$ cat config.mk
export PLATFORM = sky130hd
export DESIGN_NAME = gpio_bank_with_irq_detect
export DESIGN_NICKNAME = d
export VERILOG_FILES = /design/src/sv/gbid_pkg.sv /design/src/sv/gbid_detect.sv /design/src/sv/gbid_regs.sv /design/src/sv/gpio_bank_with_irq_detect.sv
export SDC_FILE = /design/constraint.sdc
export NUM_CORES = 1
export LEC_CHECK = 0
export ABC_AREA = 1
export BUFFER_PORTS_ARGS = -buffer_cell sky130_fd_sc_hd__clkbuf_2
export CORE_ASPECT_RATIO = 0.7
export CORE_MARGIN = 4
export CORE_UTILIZATION = 50
export CTS_BUF_LIST = sky130_fd_sc_hd__clkbuf_2 sky130_fd_sc_hd__clkbuf_4 sky130_fd_sc_hd__clkbuf_8
export CTS_CLUSTER_SIZE = 16
export DETAILED_ROUTE_END_ITERATION = 10
export MAX_ROUTING_LAYER = met4
export PLACE_DENSITY_LB_ADDON = 0.25
export SYNTH_ARGS = -nofsm -noshare
export SYNTH_HDL_FRONTEND = slang
export SYNTH_SLANG_ARGS = --single-unit
$ cat constraint.sdc
create_clock -name clk -period 5.7 [get_ports clk]
set_input_delay 0.285 -clock clk [delete_from_list [all_inputs] [get_ports clk]]
set_output_delay 0.285 -clock clk [all_outputs]
set_load 0.03 [all_outputs]
$ cat src/sv/gbid_pkg.sv
// Shared types and constants for the GPIO bank with interrupt detection.
// No dependencies; used by gbid_detect, gbid_regs and gpio_bank_with_irq_detect.
package gbid_pkg;

  // Number of implemented pins; bits at and above this are dropped
  localparam int unsigned PINS = 32;
  localparam logic [31:0] PIN_MASK = 32'hFFFF_FFFF >> (32 - PINS);

  // Item kinds
  typedef enum logic [1:0] {
    MODE_READ  = 2'd0,
    MODE_WRITE = 2'd1,
    MODE_TICK  = 2'd2
  } mode_t;

  // Register addresses
  localparam logic [3:0] REG_OUT      = 4'd0;
  localparam logic [3:0] REG_IN       = 4'd1;
  localparam logic [3:0] REG_STATUS   = 4'd2;
  localparam logic [3:0] REG_CLEAR    = 4'd3;
  localparam logic [3:0] REG_ENABLE   = 4'd4;
  localparam logic [3:0] REG_EDGE     = 4'd5;
  localparam logic [3:0] REG_POLARITY = 4'd6;
  localparam logic [3:0] REG_OE       = 4'd7;
  localparam logic [3:0] REG_OWNER    = 4'd8;

  // One accepted item
  typedef struct packed {
    logic [1:0]  mode;
    logic [3:0]  reg_addr;
    logic [31:0] write_data;
    logic [31:0] pin_levels;
  } req_t;

  // One result item
  typedef struct packed {
    logic [31:0] read_data;
    logic        irq;
    logic [31:0] pad_out;
    logic [31:0] pad_enable;
  } rsp_t;

endpackage

$ cat src/sv/gbid_detect.sv
// Per-pin edge/level interrupt hit detection for one sample tick.
// Depends on gbid_pkg for the pin mask.
module gbid_detect (
  input  logic [31:0] prev,
  input  logic [31:0] levels,
  input  logic [31:0] polarity,
  input  logic [31:0] edge_select,
  output logic [31:0] hit
);

  logic [31:0] rising;
  logic [31:0] falling;
  logic [31:0] edge_hit;
  logic [31:0] level_hit;

  // Transitions against the previous sample, then select by polarity and mode
  always_comb begin
    rising    = ~prev & levels;
    falling   = prev & ~levels;
    edge_hit  = (polarity & rising) | (~polarity & falling);
    level_hit = ~(levels ^ polarity);
    hit       = ((edge_select & edge_hit) | (~edge_select & level_hit))
                & gbid_pkg::PIN_MASK;
  end

endmodule

$ cat src/sv/gbid_regs.sv
// Register bank: state registers, bus read/write decode and status update.
// Depends on gbid_pkg and gbid_detect; result reflects the state after the item.
module gbid_regs (
  input  logic           clk,
  input  logic           rst,
  input  logic           take,
  input  gbid_pkg::req_t req,
  output gbid_pkg::rsp_t rsp
);

  logic [31:0] out_latch, out_latch_next;
  logic [31:0] drive_enable, drive_enable_next;
  logic [31:0] pin_sample, pin_sample_next;
  logic [31:0] irq_status, irq_status_next;
  logic [31:0] irq_enable, irq_enable_next;
  logic [31:0] edge_select, edge_select_next;
  logic [31:0] polarity, polarity_next;
  logic [31:0] owner_bits, owner_bits_next;

  logic [31:0] wdata;
  logic [31:0] levels;
  logic [31:0] hit;
  logic [31:0] rdata;

  assign wdata  = req.write_data & gbid_pkg::PIN_MASK;
  assign levels = req.pin_levels & gbid_pkg::PIN_MASK;

  gbid_detect u_detect (
    .prev        (pin_sample),
    .levels      (levels),
    .polarity    (polarity),
    .edge_select (edge_select),
    .hit         (hit)
  );

  // Next state and read data
  always_comb begin
    out_latch_next    = out_latch;
    drive_enable_next = drive_enable;
    pin_sample_next   = pin_sample;
    irq_status_next   = irq_status;
    irq_enable_next   = irq_enable;
    edge_select_next  = edge_select;
    polarity_next     = polarity;
    owner_bits_next   = owner_bits;
    rdata             = 32'd0;
    unique case (gbid_pkg::mode_t'(req.mode))
      gbid_pkg::MODE_READ: begin
        unique case (req.reg_addr)
          gbid_pkg::REG_OUT:      rdata = out_latch;
          gbid_pkg::REG_IN:       rdata = pin_sample;
          gbid_pkg::REG_STATUS:   rdata = irq_status;
          gbid_pkg::REG_ENABLE:   rdata = irq_enable;
          gbid_pkg::REG_EDGE:     rdata = edge_select;
          gbid_pkg::REG_POLARITY: rdata = polarity;
          gbid_pkg::REG_OE:       rdata = drive_enable;
          gbid_pkg::REG_OWNER:    rdata = owner_bits;
          default:                rdata = 32'd0;
        endcase
      end
      gbid_pkg::MODE_WRITE: begin
        // input sample and status are read-only; clear is write-one-to-clear
        unique case (req.reg_addr)
          gbid_pkg::REG_OUT:      out_latch_next    = wdata;
          gbid_pkg::REG_CLEAR:    irq_status_next   = irq_status & ~wdata;
          gbid_pkg::REG_ENABLE:   irq_enable_next   = wdata;
          gbid_pkg::REG_EDGE:     edge_select_next  = wdata;
          gbid_pkg::REG_POLARITY: polarity_next     = wdata;
          gbid_pkg::REG_OE:       drive_enable_next = wdata;
          gbid_pkg::REG_OWNER:    owner_bits_next   = wdata;
          default:                ;
        endcase
      end
      gbid_pkg::MODE_TICK: begin
        irq_status_next = (irq_status | hit) & gbid_pkg::PIN_MASK;
        pin_sample_next = levels;
      end
      default: ;
    endcase
  end

  // Result fields from the post-item state
  always_comb begin
    rsp.read_data  = rdata;
    rsp.irq        = |(irq_status_next & irq_enable_next);
    rsp.pad_out    = out_latch_next;
    rsp.pad_enable = drive_enable_next;
  end

  // State registers, updated on each accepted transfer
  always_ff @(posedge clk) begin
    if (rst) begin
      out_latch    <= 32'd0;
      drive_enable <= 32'd0;
      pin_sample   <= 32'd0;
      irq_status   <= 32'd0;
      irq_enable   <= 32'd0;
      edge_select  <= 32'd0;
      polarity     <= 32'd0;
      owner_bits   <= 32'd0;
    end else if (take) begin
      out_latch    <= out_latch_next;
      drive_enable <= drive_enable_next;
      pin_sample   <= pin_sample_next;
      irq_status   <= irq_status_next;
      irq_enable   <= irq_enable_next;
      edge_select  <= edge_select_next;
      polarity     <= polarity_next;
      owner_bits   <= owner_bits_next;
    end
  end

endmodule

$ cat src/sv/gpio_bank_with_irq_detect.sv
// Top level of the GPIO bank with edge/level interrupt detection.
// Depends on gbid_pkg and gbid_regs; stream handshake and result register.
//
// channel   dir  handshake          payload
// s_*       in   s_tvalid/s_tready  tuser: mode; tdata: reg_addr, write_data, pin_levels
// m_*       out  m_tvalid/m_tready  tdata: read_data, irq, pad_out, pad_enable
//
// One item per cycle while no held result stalls; each result appears in the cycle after
// its transfer, set by the single result register behind the register-bank update logic.
// rst (synchronous) clears all bank registers to zero and empties the result stage.
// A stalled result holds; a new item is still taken in the cycle the held
// result is taken, so the stream runs at full rate while m_tready stays high.
module gpio_bank_with_irq_detect (
  input  logic         clk,
  input  logic         rst,
  input  logic         s_tvalid,
  output logic         s_tready,
  input  logic [71:0]  s_tdata,   // [3:0] reg_addr, [35:4] write_data, [67:36] pin_levels
  input  logic [1:0]   s_tuser,   // [1:0] mode
  output logic         m_tvalid,
  input  logic         m_tready,
  output logic [103:0] m_tdata    // [31:0] read_data, [32] irq, [64:33] pad_out,
                                  // [96:65] pad_enable
);

  gbid_pkg::req_t req;
  gbid_pkg::rsp_t rsp;
  gbid_pkg::rsp_t rsp_q;
  logic           take;

  // Unpack the input transfer
  always_comb begin
    req.mode       = s_tuser;
    req.reg_addr   = s_tdata[3:0];
    req.write_data = s_tdata[35:4];
    req.pin_levels = s_tdata[67:36];
  end

  assign s_tready = !m_tvalid || m_tready;
  assign take     = s_tvalid && s_tready;

  gbid_regs u_regs (
    .clk  (clk),
    .rst  (rst),
    .take (take),
    .req  (req),
    .rsp  (rsp)
  );

  // Result valid flag
  always_ff @(posedge clk) begin
    if (rst) begin
      m_tvalid <= 1'b0;
    end else if (s_tready) begin
      m_tvalid <= s_tvalid;
    end
  end

  // Result payload register
  always_ff @(posedge clk) begin
    if (take) begin
      rsp_q <= rsp;
    end
  end

  assign m_tdata = {7'd0, rsp_q.pad_enable, rsp_q.pad_out, rsp_q.irq, rsp_q.read_data};

endmodule

==> results.md <==
- Area Growth Syn to Fin: 14.31%
- Clock latency on the worst-skew pair: 620 ps
- R2R Setup Slk: 2190 ps
- Reg-to-reg endpoint: u_regs.edge_select[3]$_SDFFE_PP0P_
- Worst EP required: 6210 ps
- Dpl hpwl: 32.07 mm
- WP data arrival: 4020 ps
- H-tree depth: 2
- Die Height: 161.5 um
- CP Launch Type: register
- Synth Area in Simple Gates: 0.1986
- Diodes inserted: 0
- Min-delay worst type: input port to register
- Fill count: 3,041
- Worst path slowest cell: inv_6
- Starting DRT DRC Count: 1,910
- EDFF count, synth: 97
- CTS root buf: clkbuf_8
- Post-synthesis compound-gate area fraction: 0.2135
- Critical Path Max Stage Delay: 700 ps
- Leakage Power: 0.008391 uW
- Post-Syn Area per Cell: 7.403 um2
- WL/cell: 18.57 um
- Clk slew on worst S/H paths: 70 ps
- Largest net degree at the start of global routing: 122
- Critical path's most frequent cell: nand2_1
- GP Congestion: 0.8616
- Synth Register Bits: 354
- Final Non-Filler Cells: 2,882
- Final hold vios: 0
- RSZ-0062 raised after global routing: no
- Max-slew violation count: 0
- Drt drc: 0
- Hold_buf cts: 31
- Endpoints failing setup: 0
- Commonest non-fill, non-tap cells in the layout: 471 x nand2_1, 286 x nor2_1, 283 x inv_1, 257 x dfxtp_1, 237 x o21ai_0
- Post-CTS setup repair buffer count: 0
- 1st-pass router iterations: 6
- I/O pins: 184
- Status: completed
- Max IR drop VDD: 0.1832 mV
- Worst-path cell chain: nand2_1 -> nand2_4 -> inv_6 -> nand2_1 -> nor2_4 -> buf_4 -> nor2_1 -> a211oi_1
- Core Footprint: 0.03276 mm2
- Die area: 0.03670 mm2
- Tmin final: 3508 ps
- PostCTS Resize Cnt: 0
- Cells after DPL: 2,752
- Synth Cell Area: 0.01683 mm2
- Max clock buf depth: 3
- Pwr dens: 303.3 mW/mm2
- DIE WIDTH: 227.3 um
- Layout Skew: 18.95 ps
- Start point of the critical path: m_tvalid$_SDFFE_PP0N_
- Post-Syn Instances: 2,273
- Vias: 16,190
- Cts bufs inserted: 53
- TritonCTS clock tree: built
- Crit. End Element: register
- F_max: 285.1 MHz
- Initial Util: 0.5137
- Crit Path Max Fanout: 84
- Part of the cycle the worst path needs: 0.6155
- Largest family of logic cells by synthesized area: compound AO/OA/AOI/OAI gates
- Final WL: 53.52 mm
- XOR/XNOR Fraction of Synth Area: 0
- Overflow after GRT: 0
- First-pass GRT wire length: 83.07 mm
- Asr flop ratio synth: 0
- Cell depth of the worst flop-to-flop path: 8
- Yosys Warn Count: 0
- Multiplexer share of the synthesized area: 0
- Port bufs: 172
- Most common cell after layout, fill and taps aside: nand2_1
- Worst setup path endpoint: u_regs.edge_select[3]$_SDFFE_PP0P_
- Layout cell share with drive strength beyond 1: 0.1279
- Total Routing Usage GR: 0.2941
- Antenna viol nets, final: 0
- Max-Cap Viols: 0
- Row cnt: 55
- Vias in the first global route: 14,800
- Initial antenna violation count: 0
- Ys flop type: dfxtp_1
- DR vias/cell: 5.617
- Clk sinks: 354
- WS Path Type: register to register
- Register area share after synthesis: 0.4788
- Start of the worst register-to-register path: m_tvalid$_SDFFE_PP0N_
- Slew margin rel.: 0.2316
- Adder-Cell Fraction of Synth Area: 0.002231
- Slew at the pin closest to its max-slew limit: 1153 ps
- Final setup TNS: 0 ps
- Distinct cells, synth: 35
- Final net count: 2,492
==> stage by stage <==
step / util / power (uW) / area (um2) / hold slack (ps) / setup slack [ps]
detailed placement: 0.5417 / 3548 / 17750 / 483.5 / 2037
CTS: 0.5872 / 5847 / 19230 / 6.473 / 2223
global route: 0.5872 / 6069 / 19230 / 47.79 / 1818
global placement: 0.5417 / 3529 / 17750 / 477.4 / 2055
finish: 0.5872 / 5835 / 19230 / 54.60 / 2192
floorplan: - / 3324 / 16850 / 452.5 / 1236
==> sequential cells by signal, summed over array words and instances, names as in the netlist <==
name and cells:
u_regs.irq_status 32, u_regs.pin_sample 32, u_regs.polarity 32, u_regs.irq_enable 32
u_regs.out_latch 32, u_regs.drive_enable 32, m_tvalid 1, u_regs.owner_bits 32
u_regs.edge_select 32, m_tdata 97
==> power breakdown <==
group          switching (uW)  internal, uW
sequential               71.1          2730
clock                    1020          1280
combinational             531           199
==> metal layers <==
| layer | track usage | vias up | part of all wire |
|---|---|---|---|
| met2 | 0.4216 | 853 | 0.42 |
| met5 | - | - | 0 |
| met1 | 0.4250 | 7433 | 0.44 |
| met3 | 0.05233 | 127 | 0.10 |
| met4 | 0.08988 | 0 | 0.029 |
| li1 | - | 7775 | - |
==> synthesized netlist by cell type (8+ instances only) <==
library cell	instances	area share
nand4_1	11	0.0041
inv_1	286	0.064
buf_2	57	0.017
o21ai_1	48	0.014
dfxtp_1	257	0.31
a21oi_1	170	0.051
nor3_1	8	0.0024
nand3_1	45	0.013
edfxtp_1	97	0.17
clkbuf_1	65	0.014
nor2_1	287	0.064
a211oi_1	118	0.053
o21ai_0	237	0.070
nand2_1	474	0.11
o22ai_1	31	0.012
a221oi_1	16	0.0083
buf_1	12	0.0027
==> worst min-delay path by stage <==
| stage | to | startpoint | slack, ps | cells after the start |
|---|---|---|---|---|
| after floorplan | u_regs.pin_sample[10]$_SDFFE_PP0P_ | s_tdata[46] | 450 | 2 |
| after global placement | u_regs.pin_sample[28]$_SDFFE_PP0P_ | u_regs.pin_sample[28]$_SDFFE_PP0P_ | 480 | 2 |
| after CTS | u_regs.pin_sample[15]$_SDFFE_PP0P_ | s_tdata[51] | 6 | 3 |
| final | m_tvalid$_SDFFE_PP0N_ | m_tready | 50 | 4 |
| after global routing | m_tvalid$_SDFFE_PP0N_ | m_tready | 50 | 4 |
| after detailed placement | u_regs.owner_bits[1]$_SDFFE_PP0P_ | u_regs.owner_bits[1]$_SDFFE_PP0P_ | 480 | 2 |
==> critical path: cells and delay by family, from the launching register on <==
kind / cells / cell delay [ps]
AO/OA/AOI/OAI: 1 / 180
AND/OR/NAND/NOR: 5 / 1580
flip-flops: 1 / 310
buffers and inverters: 2 / 1280
==> logic make-up (layout without fill, tap and decap cells) <==
group,after synthesis,count (layout)
other,1,7
buffers and inverters,441,617
AND/OR/NAND/NOR,841,841
adder cells (fa/ha/maj),3,3
flip-flops,354,354
AO/OA/AOI/OAI,633,633
==> layout make-up <==
cell class | instances | area, um2 | share of cell area
inverter | 293 | 1105 | 0.05744
sequential | 354 | 8058 | 0.4189
multi-input combinational | 1484 | 7017 | 0.3648
timing repair buffer | 225 | 1343 | 0.06980
clock buffer | 83 | 1030 | 0.05354
tap | 427 | 534.3 | 0.02778
clock inverter | 16 | 148.9 | 0.007741
(Power assumes the default switching activity.)
